**src/hdl/mitd_pkg.sv**
```systemverilog
// ----------------------------------------------------------------------------
// mitd_pkg: shared types and constants of the multi input time debouncer
// Channel count, field widths, register codes and the structs that pass
// between the configuration, evaluation and result serializer blocks.
// ----------------------------------------------------------------------------
package mitd_pkg;

   // channels that take part; the datapath is always NUM_CH wide
   localparam int CHANNELS   = 16;
   localparam int NUM_CH     = 16;
   localparam int CH_W       = 4;
   localparam int TIME_W     = 32;
   localparam int DEB_W      = 16;
   localparam int CNT_W      = 8;
   localparam int CSR_IDX_W  = 3;
   localparam int CSR_DATA_W = 64;
   localparam int DEB_GROUPS = 4;
   localparam int DEB_PER_GR = 4;

   typedef enum logic [CSR_IDX_W-1:0] {
      REG_INVERT_MASK = 3'd0,
      REG_DEBOUNCE_0  = 3'd1,
      REG_DEBOUNCE_1  = 3'd2,
      REG_DEBOUNCE_2  = 3'd3,
      REG_DEBOUNCE_3  = 3'd4
   } csr_reg_type;

   typedef struct packed {
      logic [NUM_CH-1:0]            invert;
      logic [NUM_CH-1:0][DEB_W-1:0] debounce;
   } cfg_type;

   // one tick's stable changes: mask of changed channels, map and count before them
   typedef struct packed {
      logic              valid;
      logic [NUM_CH-1:0] mask;
      logic [NUM_CH-1:0] map;
      logic [CNT_W-1:0]  count;
   } rec_type;

   typedef struct packed {
      logic [NUM_CH-1:0] stable;
      logic [CNT_W-1:0]  counter;
   } status_type;

endpackage

```
**src/hdl/mitd_csr.sv**
```systemverilog
// ----------------------------------------------------------------------------
// mitd_csr: configuration registers
// Holds the invert mask and the four packed debounce time registers.
// ----------------------------------------------------------------------------
module mitd_csr
   import mitd_pkg::*;
(
   input  logic                  clock,
   input  logic                  reset,
   input  logic                  csr_valid,
   output logic                  csr_ready,
   input  logic [CSR_IDX_W-1:0]  csr_index,
   input  logic [CSR_DATA_W-1:0] csr_data,
   output cfg_type               cfg
);

   logic [NUM_CH-1:0]     invert_ff;
   logic [NUM_CH-1:0]     invert_in;
   logic [CSR_DATA_W-1:0] debounce_ff [DEB_GROUPS];
   logic [CSR_DATA_W-1:0] debounce_in [DEB_GROUPS];

   assign csr_ready = 1'b1;

   always_comb begin
      invert_in   = invert_ff;
      debounce_in = debounce_ff;
      if (csr_valid) begin
         unique case (csr_index)
            REG_INVERT_MASK: invert_in      = csr_data[NUM_CH-1:0];
            REG_DEBOUNCE_0:  debounce_in[0] = csr_data;
            REG_DEBOUNCE_1:  debounce_in[1] = csr_data;
            REG_DEBOUNCE_2:  debounce_in[2] = csr_data;
            REG_DEBOUNCE_3:  debounce_in[3] = csr_data;
            default: ; // unknown index, write dropped
         endcase
      end
   end

   always_ff @(posedge clock) begin
      if (reset) begin
         invert_ff <= '0;
         for (int g = 0; g < DEB_GROUPS; g++) begin
            debounce_ff[g] <= '0;
         end
      end else begin
         invert_ff   <= invert_in;
         debounce_ff <= debounce_in;
      end
   end

   always_comb begin
      cfg.invert = invert_ff;
      for (int g = 0; g < DEB_GROUPS; g++) begin
         for (int k = 0; k < DEB_PER_GR; k++) begin
            cfg.debounce[g*DEB_PER_GR+k] = debounce_ff[g][k*DEB_W +: DEB_W];
         end
      end
   end

endmodule

```
**src/hdl/mitd_eval.sv**
```systemverilog
// ----------------------------------------------------------------------------
// mitd_eval: per tick channel evaluation
// Compares each channel with its last sample and its debounce time and
// updates the raw, stable, timestamp and change counter state.
// ----------------------------------------------------------------------------
module mitd_eval
   import mitd_pkg::*;
(
   input  logic              clock,
   input  logic              reset,
   input  logic              in_valid,
   input  logic [NUM_CH-1:0] in_levels,
   input  logic [TIME_W-1:0] in_now,
   input  cfg_type           cfg,
   input  logic              rec_ready,
   output logic              take,
   output rec_type           rec,
   output status_type        status
);

   logic [NUM_CH-1:0] raw_ff;
   logic [NUM_CH-1:0] raw_in;
   logic [NUM_CH-1:0] stable_ff;
   logic [NUM_CH-1:0] stable_in;
   logic [TIME_W-1:0] ttime_ff [NUM_CH];
   logic [TIME_W-1:0] ttime_in [NUM_CH];
   logic [CNT_W-1:0]  counter_ff;
   logic [CNT_W-1:0]  counter_in;

   logic [NUM_CH-1:0] active;
   logic [NUM_CH-1:0] raw_chg;
   logic [NUM_CH-1:0] chg;

   // nibble sums first, then the four nibble sums are added up
   function automatic logic [4:0] popcount16(input logic [NUM_CH-1:0] v);
      logic [2:0] nib [4];
      logic [4:0] sum;
      sum = '0;
      for (int n = 0; n < 4; n++) begin
         nib[n] = {2'b00, v[4*n]} + {2'b00, v[4*n+1]} + {2'b00, v[4*n+2]}
                  + {2'b00, v[4*n+3]};
      end
      for (int n = 0; n < 4; n++) begin
         sum = sum + {2'b00, nib[n]};
      end
      return sum;
   endfunction

   always_comb begin
      logic [TIME_W-1:0] elapsed;
      logic [DEB_W-1:0]  deb_eff;
      elapsed = '0;
      deb_eff = '0;
      for (int ch = 0; ch < NUM_CH; ch++) begin
         if (ch < CHANNELS) begin
            active[ch]  = ~in_levels[ch] ^ cfg.invert[ch];
            raw_chg[ch] = raw_ff[ch] != active[ch];
            deb_eff     = (cfg.debounce[ch] == '0) ? DEB_W'(1) : cfg.debounce[ch];
            elapsed     = in_now - ttime_ff[ch];
            // a fresh edge restarts the timer, so it cannot be due this tick
            chg[ch]     = !raw_chg[ch] && (elapsed >= {{(TIME_W-DEB_W){1'b0}}, deb_eff})
                          && (stable_ff[ch] != active[ch]);
         end else begin
            active[ch]  = 1'b0;
            raw_chg[ch] = 1'b0;
            chg[ch]     = 1'b0;
         end
      end
   end

   assign take = in_valid && ((chg == '0) || rec_ready);

   always_comb begin
      raw_in     = raw_ff;
      stable_in  = stable_ff;
      ttime_in   = ttime_ff;
      counter_in = counter_ff;
      if (take) begin
         raw_in     = active;
         stable_in  = stable_ff ^ chg;
         counter_in = counter_ff + CNT_W'(popcount16(chg));
         for (int ch = 0; ch < NUM_CH; ch++) begin
            if (raw_chg[ch]) begin
               ttime_in[ch] = in_now;
            end
         end
      end
   end

   always_ff @(posedge clock) begin
      if (reset) begin
         raw_ff     <= '0;
         stable_ff  <= '0;
         counter_ff <= '0;
         for (int ch = 0; ch < NUM_CH; ch++) begin
            ttime_ff[ch] <= '0;
         end
      end else begin
         raw_ff     <= raw_in;
         stable_ff  <= stable_in;
         counter_ff <= counter_in;
         ttime_ff   <= ttime_in;
      end
   end

   assign rec.valid      = take && (chg != '0);
   assign rec.mask       = chg;
   assign rec.map        = stable_ff;
   assign rec.count      = counter_ff;
   assign status.stable  = stable_ff;
   assign status.counter = counter_ff;

endmodule

```
**src/hdl/mitd_serial.sv**
```systemverilog
// ----------------------------------------------------------------------------
// mitd_serial: change result serializer
// Holds one tick's change mask and emits one result per changed channel,
// lowest channel first, into the result register.
// ----------------------------------------------------------------------------
module mitd_serial
   import mitd_pkg::*;
(
   input  logic              clock,
   input  logic              reset,
   input  rec_type           rec,
   output logic              rec_ready,
   output rec_type           held,
   output logic              rsp_valid,
   input  logic              rsp_ready,
   output logic [CH_W-1:0]   rsp_chan,
   output logic              rsp_level,
   output logic [NUM_CH-1:0] rsp_map,
   output logic [CNT_W-1:0]  rsp_count,
   output logic              rsp_last
);

   rec_type           held_ff;
   rec_type           held_in;
   logic              rsp_valid_ff;
   logic              rsp_valid_in;
   logic [CH_W-1:0]   chan_ff;
   logic              level_ff;
   logic [NUM_CH-1:0] map_ff;
   logic [CNT_W-1:0]  count_ff;
   logic              last_ff;

   logic [NUM_CH-1:0] lsb;
   logic [NUM_CH-1:0] rest;
   logic [NUM_CH-1:0] map_next;
   logic [CNT_W-1:0]  count_next;
   logic [CH_W-1:0]   chan;
   logic              emit;

   assign lsb        = held_ff.mask & (~held_ff.mask + NUM_CH'(1));
   assign rest       = held_ff.mask & ~lsb;
   assign map_next   = held_ff.map ^ lsb;
   assign count_next = held_ff.count + CNT_W'(1);

   always_comb begin
      chan = '0;
      for (int i = 0; i < NUM_CH; i++) begin
         chan = chan | (lsb[i] ? CH_W'(i) : CH_W'(0));
      end
   end

   assign emit      = (held_ff.mask != '0) && (!rsp_valid_ff || rsp_ready);
   assign rec_ready = (held_ff.mask == '0) || (emit && (rest == '0));

   always_comb begin
      held_in = held_ff;
      if (rec.valid) begin
         held_in = rec;
      end else if (emit) begin
         held_in.mask  = rest;
         held_in.map   = map_next;
         held_in.count = count_next;
         held_in.valid = rest != '0;
      end
      if (emit) begin
         rsp_valid_in = 1'b1;
      end else if (rsp_ready) begin
         rsp_valid_in = 1'b0;
      end else begin
         rsp_valid_in = rsp_valid_ff;
      end
   end

   always_ff @(posedge clock) begin
      if (reset) begin
         held_ff      <= '0;
         rsp_valid_ff <= 1'b0;
      end else begin
         held_ff      <= held_in;
         rsp_valid_ff <= rsp_valid_in;
      end
   end

   always_ff @(posedge clock) begin
      if (emit) begin
         chan_ff  <= chan;
         level_ff <= |(map_next & lsb);
         map_ff   <= map_next;
         count_ff <= count_next;
         last_ff  <= rest == '0;
      end
   end

   assign held      = held_ff;
   assign rsp_valid = rsp_valid_ff;
   assign rsp_chan  = chan_ff;
   assign rsp_level = level_ff;
   assign rsp_map   = map_ff;
   assign rsp_count = count_ff;
   assign rsp_last  = last_ff;

endmodule

```
**src/hdl/multi_input_time_debouncer.sv**
```systemverilog
// ----------------------------------------------------------------------------
// multi_input_time_debouncer: sixteen channel timestamp debouncer
// Path: a tick passes the input register, the serializer's held register, then the result register.
// Throughput: one tick per cycle while ticks cause no change; a tick with n
// stable changes holds the serializer for its n results, one per unstalled cycle.
// Reset: synchronous active high, clears config, channel state and counter.
// ----------------------------------------------------------------------------
module multi_input_time_debouncer
   import mitd_pkg::*;
(
   input  logic                  clock,
   input  logic                  reset,
   // tick channel
   input  logic                  req_tvalid,
   output logic                  req_tready,
   input  logic [47:0]           req_tdata,   // raw_levels[15:0], now_ms[47:16]
   // result channel
   output logic                  rsp_tvalid,
   input  logic                  rsp_tready,
   output logic [31:0]           rsp_tdata,   // channel[3:0], new_level[4],
                                              // active_map[20:5], change_count[28:21],
                                              // zero[31:29]
   output logic                  rsp_tlast,
   // configuration write channel
   input  logic                  csr_valid,
   output logic                  csr_ready,
   input  logic [CSR_IDX_W-1:0]  csr_index,
   input  logic [CSR_DATA_W-1:0] csr_data
);

   // input register
   logic              in_valid_ff;
   logic              in_valid_in;
   logic [NUM_CH-1:0] levels_ff;
   logic [TIME_W-1:0] now_ff;

   cfg_type           cfg;
   rec_type           rec;
   rec_type           held;
   status_type        status;
   logic              take;
   logic              rec_ready;

   logic [CH_W-1:0]   out_chan;
   logic              out_level;
   logic [NUM_CH-1:0] out_map;
   logic [CNT_W-1:0]  out_count;

   mitd_csr u_csr (
      .clock     (clock),
      .reset     (reset),
      .csr_valid (csr_valid),
      .csr_ready (csr_ready),
      .csr_index (csr_index),
      .csr_data  (csr_data),
      .cfg       (cfg)
   );

   // the input register frees up as soon as its tick is evaluated
   assign req_tready  = !in_valid_ff || take;
   assign in_valid_in = req_tready ? req_tvalid : in_valid_ff;

   always_ff @(posedge clock) begin
      if (reset) begin
         in_valid_ff <= 1'b0;
      end else begin
         in_valid_ff <= in_valid_in;
      end
   end

   always_ff @(posedge clock) begin
      if (req_tvalid && req_tready) begin
         levels_ff <= req_tdata[15:0];
         now_ff    <= req_tdata[47:16];
      end
   end

   // evaluation; a tick with changes waits until the serializer has room
   mitd_eval u_eval (
      .clock     (clock),
      .reset     (reset),
      .in_valid  (in_valid_ff),
      .in_levels (levels_ff),
      .in_now    (now_ff),
      .cfg       (cfg),
      .rec_ready (rec_ready),
      .take      (take),
      .rec       (rec),
      .status    (status)
   );

   // one result per changed channel, lowest first
   mitd_serial u_serial (
      .clock     (clock),
      .reset     (reset),
      .rec       (rec),
      .rec_ready (rec_ready),
      .held      (held),
      .rsp_valid (rsp_tvalid),
      .rsp_ready (rsp_tready),
      .rsp_chan  (out_chan),
      .rsp_level (out_level),
      .rsp_map   (out_map),
      .rsp_count (out_count),
      .rsp_last  (rsp_tlast)
   );

   assign rsp_tdata = {3'b000, out_count, out_map, out_level, out_chan};

   // counts still queued in the serializer plus its base count track the counter
   a_count_track: assert property (@(posedge clock) disable iff (reset)
      CNT_W'(held.count + CNT_W'($countones(held.mask))) == status.counter)
      else $error("serializer count out of step with change counter");

   // stable map only moves when a tick is evaluated
   a_stable_hold: assert property (@(posedge clock) disable iff (reset)
      !take |=> $stable(status.stable))
      else $error("stable map changed without a tick");

   // reported level agrees with the reported map
   a_level_map: assert property (@(posedge clock) disable iff (reset)
      rsp_tvalid |-> (out_level == out_map[out_chan]))
      else $error("new level disagrees with active map");

endmodule

```
**config.mk**
```make
export PLATFORM = sky130hd
export DESIGN_NAME = multi_input_time_debouncer
export DESIGN_NICKNAME = d
export VERILOG_FILES = /design/src/hdl/mitd_pkg.sv /design/src/hdl/mitd_csr.sv /design/src/hdl/mitd_eval.sv /design/src/hdl/mitd_serial.sv /design/src/hdl/multi_input_time_debouncer.sv
export SDC_FILE = /design/constraint.sdc
export NUM_CORES = 2
export LEC_CHECK = 0
export BUFFER_PORTS_ARGS = -buffer_cell sky130_fd_sc_hd__buf_2
export CORE_ASPECT_RATIO = 1.2
export CORE_MARGIN = 2
export CORE_UTILIZATION = 50
export DETAILED_ROUTE_END_ITERATION = 7
export PLACE_DENSITY = 0.68
export SYNTH_ARGS = -nofsm -noshare
export SYNTH_HDL_FRONTEND = slang
export SYNTH_SLANG_ARGS = --single-unit
```
**constraint.sdc**
```tcl
create_clock -name clock -period 8.9 [get_ports clock]
set_input_delay 1.335 -clock clock [delete_from_list [all_inputs] [get_ports clock]]
set_output_delay 1.335 -clock clock [all_outputs]
set_load 0.01 [all_outputs]
```
======== Yosys cells after proc, flatten, opt, wreduce, memory -nomap -nowiden ========
Index checks and enable logic that the tools add are counted.
word-level totals
  word-level logic and storage cells ...... 315
  output and inout bits ................... 36
  bits of input ports ..................... 120
  bits in registers ....................... 944
operators by class
  $add $sub $neg .......................... 34
  $lt $le $gt $ge ......................... 16
  bitwise gates (word level) .............. 53
  reductions and logical operators ........ 105
  mux-type cells .......................... 35
  eq/ne operators ......................... 36
operators by type and width
  kind                     number
  $ge A32 B16 Y1           16
  $sub A32 B32 Y32         16
  $logic_not A16 Y1        19
  $mux W16                 16
  $mux W40                 2
  $or A4 B4 Y4             14
  $and A16 B16 Y16         3
  $reduce_and A2 Y1        21
  $logic_and A1 B1 Y1      37
  $mux W4                  8
  $ne A1 B1 Y1             32
  $not A16 Y16             2
  $reduce_bool A16 Y1      2
  $xor A16 B16 Y16         2
  $add A3 B1 Y3            8
  $logic_not A1 Y1         18
  $add A16 B1 Y16 const B  1
  $not A1 Y1               16
  $reduce_or A16 Y1        1
  $xor A1 B1 Y1            16
  $mux W3                  4
  $add A5 B3 Y5            2
  $add A1 B1 Y2            4
  $add A8 B1 Y8 const B    1
  other kinds (10)         18

======== Logic depth before layout (Yosys ltp) ========
  depth in word-level cells ............... 18
  depth in mapped cells ................... 43
  depth with buffers taken out ............ 43

======== Cells and area by module ========
A second synthesis with hierarchy kept.
unflattened totals
  cell total of the unflattened synthesis .. 9,351
  area, all modules ....................... 75,705.1 µm²
modules (own cells, without submodules)
  module                      sequential area each (µm²)  times used  cells an instance  area an instance (µm²)
  mitd_eval                   11,050.6                    1           7,943              59,757.3
  mitd_csr                    5,445.2                     1           956                10,735.3
  mitd_serial                 1,741.7                     1           394                3,682.3
  multi_input_time_debouncer  1,461.4                     1           58                 1,530.2

======== Worst setup path after synthesis ========
Ideal clock, no wire load.
  path kind ............................... register to register
  from .................................... reg now_ff[1]
  to ...................................... reg u_eval.counter_ff[7]
  path slack .............................. -0.593 ns
  clock period less this slack ............ 9.493 ns
  stages on the path, launching flop included .. 41
  data arrival time ....................... 9.422 ns
  cells stage by stage .................... edfxtp_1 > fa_1 > a21oi_1 > o21ai_0 > a2111oi_0 > nor3_1 > or2_1 > o21ai_0 > nand2b_1 > a21o_1 > a21oi_1 > xnor2_1 > ha_1 > nor2b_1 > o21ai_0 > nand2_1 > a2111oi_0 > o2111ai_1 > [5 not listed] > fa_1 > inv_1 > ha_1 > inv_1 > fa_1 > inv_1 > fa_1 > ha_1 > fa_1 > xor2_1 > ha_1 > inv_1 > o21bai_1 > a21oi_1 > inv_1 > nand2_1 > or4_1 > a21oi_1
on the way
  word-level cells in the longest chain between the ends .. 11
  elaborated cells on any way between the ends .. 83
  those cells by class .................... add/sub (32); order compare (16); reduce/logical (35)
ends and longest elaborated chain
  element                      line                              RTL
  from (decl)                  multi_input_time_debouncer.sv:35  logic [TIME_W-1:0] now_ff;
  from (signal assigned)       multi_input_time_debouncer.sv:74  now_ff <= req_tdata[47:16];
  $sub A32 B32 Y32             mitd_eval.sv:59                   elapsed = in_now - ttime_ff[ch];
  $ge A32 B16 Y1               mitd_eval.sv:61                   chg[ch] = !raw_chg[ch] && (elapsed >= {{(TIME_W-DEB_W){1'b0}}, deb_eff})
  $logic_and A1 B1 Y1          mitd_eval.sv:61
  $logic_and A1 B1 Y1          mitd_eval.sv:62                   && (stable_ff[ch] != active[ch]);
  $add A1 B1 Y2                mitd_eval.sv:40                   nib[n] = {2'b00, v[4*n]} + {2'b00, v[4*n+1]} + {2'b00, v[4*n+2]}
  $add A3 B1 Y3                mitd_eval.sv:40
  $add A3 B1 Y3                mitd_eval.sv:41                   + {2'b00, v[4*n+3]};
  $add A3 B3 Y4                mitd_eval.sv:44                   sum = sum + {2'b00, nib[n]};
  $add A5 B3 Y5 (2 in series)  mitd_eval.sv:44
  $add A8 B5 Y8                mitd_eval.sv:81                   counter_in = counter_ff + CNT_W'(popcount16(chg));
  to (signal assigned)         mitd_eval.sv:101                  counter_ff <= counter_in;
  to (decl)                    mitd_eval.sv:27                   logic [CNT_W-1:0] counter_ff;
Several ways; a longest one is shown, not always the timed one.
A chain may end at the register's enable or synchronous reset.

======== Final worst setup path ========
  from .................................... reg now_ff[1]
  to ...................................... reg u_eval.counter_ff[6]
The elaborated chain is that of the path after synthesis.

==> impl_results.md <==
* Startpoint types: register
* Layout Utilization at 0.559
* Hold buffer count at CTS at 0
* Post-Syn Area at ~0.074 mm²
* Overall power at approximately 15 mW
* Initial Utilization at 0.502
* # IOs at 156
* Clock Skew at 0.0342 ns
* Crit-path max FO at 8
* Cell row count at between 150 and 200
* Clk root buf: clkbuf_16
* Layout cells sized above 1 at 0.0861
* Ys Warns at 0
* Gpl congestion at 1.02
* Die Width at 354 µm
* Post-synth EDFFs at 78
* Slack of the critical path at -0.0637 ns
* Post-Syn Instances at approximately 9,400
* Total GRT Usage at 0.365
* Later-pin clock latency in the skew report at 0.78 ns
* PortBufs at 151
* Most area-hungry cell type in the Yosys netlist: dfxtp_1
* Hold Fails Final Rpt at 0
* Htree depth at 3
* Min Tclk post-route at 8.96 ns
* RSZ-0062 raised after global routing: yes
* Initial antenna violation count at 24
* Dpl hpwl at 207,000 µm
* Clock sinks at 944
* Worst vdd ir at 0.199 mV
* Global route total overflow at 0
* CP max stage delay at 0.55 ns
* Fin nets at between 10,000 and 15,000
* Antenna-violating nets left at 0
* Worst path required time at between 9 and 10 ns
* Finished Layout Cells at 11,651
* WL per Instance at 24.4 µm
* Inst Count DP at 11,429
* Largest net degree at the start of global routing at between 150 and 200
* CP dominant cell by count: ha_1
* Slew HR at 0.0966
* Clk slew on worst S/H paths at 0.07 ns
* Max Cap Viol at 0
* Leak at 34.1 nW
* Vias per inst at 6.10
* Die Ht at 424 µm
* WL final at 284,000 µm
* Worst-Margin Slew at 1.36 ns
* Mean Syn Cell Area at ~7.8 µm²
* CTS tree: done
* Final Cycle Share at 1.01
* Outcome: finished, violations left
* Prevailing post-synth register cell: dfxtp_1
* Clock Path Buffers at 3
* Most common cell after layout, fill and taps aside: nand2_1
* Min-Delay Path Class: register to register
* Total CTS buffers at 102
* Seq/Total Area, Yosys at 0.268
* Vias in the first global route at 67,097
* Top cells by area, synth: dfxtp_1 (24%), ha_1 (13%), nand2_1 (7.8%)
* Drt pass-1 iters at 7
* Placed cell area at 0.0777 mm²
* Total core area at 0.146 mm²
* Distinct cells, synth at around 110
* Area growth syn-to-layout at 11.3%
* Final setup fails at 1
* Max Fclk at 112 MHz
* Pwr dens at roughly 190 mW/mm²
* Die area at 0.150 mm²
* Synth async-reset ratio at 0
* DRC violations left at 0
* Post-Layout Inst Area at slightly above 0.08 mm²
* 1st-iter DRT viols at 6,527
* Yosys reg bits at 944
* Post-route setup TNS at -0.0637 ns
* First-pass GRT wire length at 417,000 µm
* Slew Viols, Final at 0
* Most frequent cells in the layout: nand2_1 (1,505), inv_1 (991), dfxtp_1 (866)
* Failing checks: setup timing
* CP Class: register to register
* Critical path arrival at 9.62 ns
* Total number of vias at around 71,000
* Share of the synthesized area in the top cell type at 0.236
* CP endpoint kind: register
* Crit path max-delay cell type: fa_2
-- layer usage --
| metal | vias to the layer above | part of all wire | GRT usage |
|---|---|---|---|
| li1 | 33506 | - | - |
| met1 | 33992 | 0.40 | 0.447 |
| met2 | 2875 | 0.46 | 0.602 |
| met3 | 735 | 0.078 | 0.0581 |
| met4 | 6 | 0.069 | 0.220 |
| met5 | - | 0.00015 | 0 |
-- final timing paths --
| kind | from | to | slack, ns | cells after the start |
|---|---|---|---|---|
| max | now_ff[1]$_DFFE_PP_ | u_eval.counter_ff[6]$_SDFFE_PP0P_ | -0.06 | 39 |
| min | u_eval.ttime_ff[82]$_SDFFE_PP0P_ | u_eval.ttime_ff[82]$_SDFFE_PP0P_ | 0.46 | 2 |
| max reg2reg | now_ff[1]$_DFFE_PP_ | u_eval.counter_ff[6]$_SDFFE_PP0P_ | -0.06 | 39 |
| min reg2reg | u_eval.ttime_ff[82]$_SDFFE_PP0P_ | u_eval.ttime_ff[82]$_SDFFE_PP0P_ | 0.46 | 2 |
-- logic make-up after synthesis --
kind of cell    share of synthesized area
simple gates                        0.185
compound gates                      0.207
buf+inv                            0.0746
flops                               0.268
fa+ha+maj                           0.142
mux                                0.0793
xor+xnor                           0.0434
other cells                      0.000102
-- flip-flops by register name, summed over array words and instances, names as in the netlist, named ones only --
register and flops:
in_valid_ff 1, levels_ff 16, now_ff 32, u_csr.cfg 256, u_csr.invert_ff 16, u_eval.counter_ff 8
u_eval.raw_ff 16, u_eval.ttime_ff 512, u_serial.held 40, u_serial.rsp_chan 4, u_serial.rsp_count 8, u_serial.rsp_last 1
u_serial.rsp_level 1, u_serial.rsp_map 16, u_serial.rsp_valid 1
-- power by group --
| group | switching [mW] | total [mW] | leakage (nW) | internal [mW] |
|---|---|---|---|---|
| combinational | 3.47 | 5.73 | 24.5 | 2.27 |
| clock | 2.00 | 4.61 | 1.76 | 2.61 |
| sequential | 0.222 | 4.84 | 7.79 | 4.62 |
| total | 5.69 | 15.2 | 34.1 | 9.49 |
-- cell type report --
cell class / count / area, µm²
antenna: 11 / 27.5
clock buffer: 145 / 2970
clock inverter: 47 / 622
fill: 13878 / 64600
inverter: 1001 / 3760
multi-input combinational: 7095 / 49000
sequential: 944 / 19700
tap: 1950 / 2440
timing repair buffer: 458 / 3360
-- synthesized netlist by cell type, types with 94 or more instances --
master / instances
nand2_1: 1537
inv_1: 1000
dfxtp_1: 866
a21oi_1: 842
ha_1: 792
mux2i_1: 569
nor2_1: 438
o21ai_0: 343
clkbuf_1: 302
a21o_1: 235
xnor2_1: 230
nand3_1: 139
xor2_1: 131
nor3_1: 128
nand4_1: 109
a211oi_1: 105
o211ai_1: 104
nor4_1: 94
-- critical path: cells and delay by family, from the launching register on --
kind	cells	cell delay [ns]
mux	1	0.34
compound gates	13	2.81
buf+inv	6	0.64
fa+ha+maj	10	3.32
flops	1	0.48
xor+xnor	1	0.15
simple gates	8	1.09
-- through the flow --
stage / setup WS, ns / hold WS [ns]
finish: -0.0637 / 0.457
global route: -0.370 / 0.472
CTS: 0.000734 / 0.458
detailed placement: -0.343 / 0.447
global placement: -0.153 / 0.443
floorplan: 0.00463 / 0.435
-- timing repair --
action	CTS	global route
endpoints found under the setup margin	5	6
resized for setup	29	66
buffers inserted	2	18
pin swaps	18	53
Power figures use the tool's default switching activity.
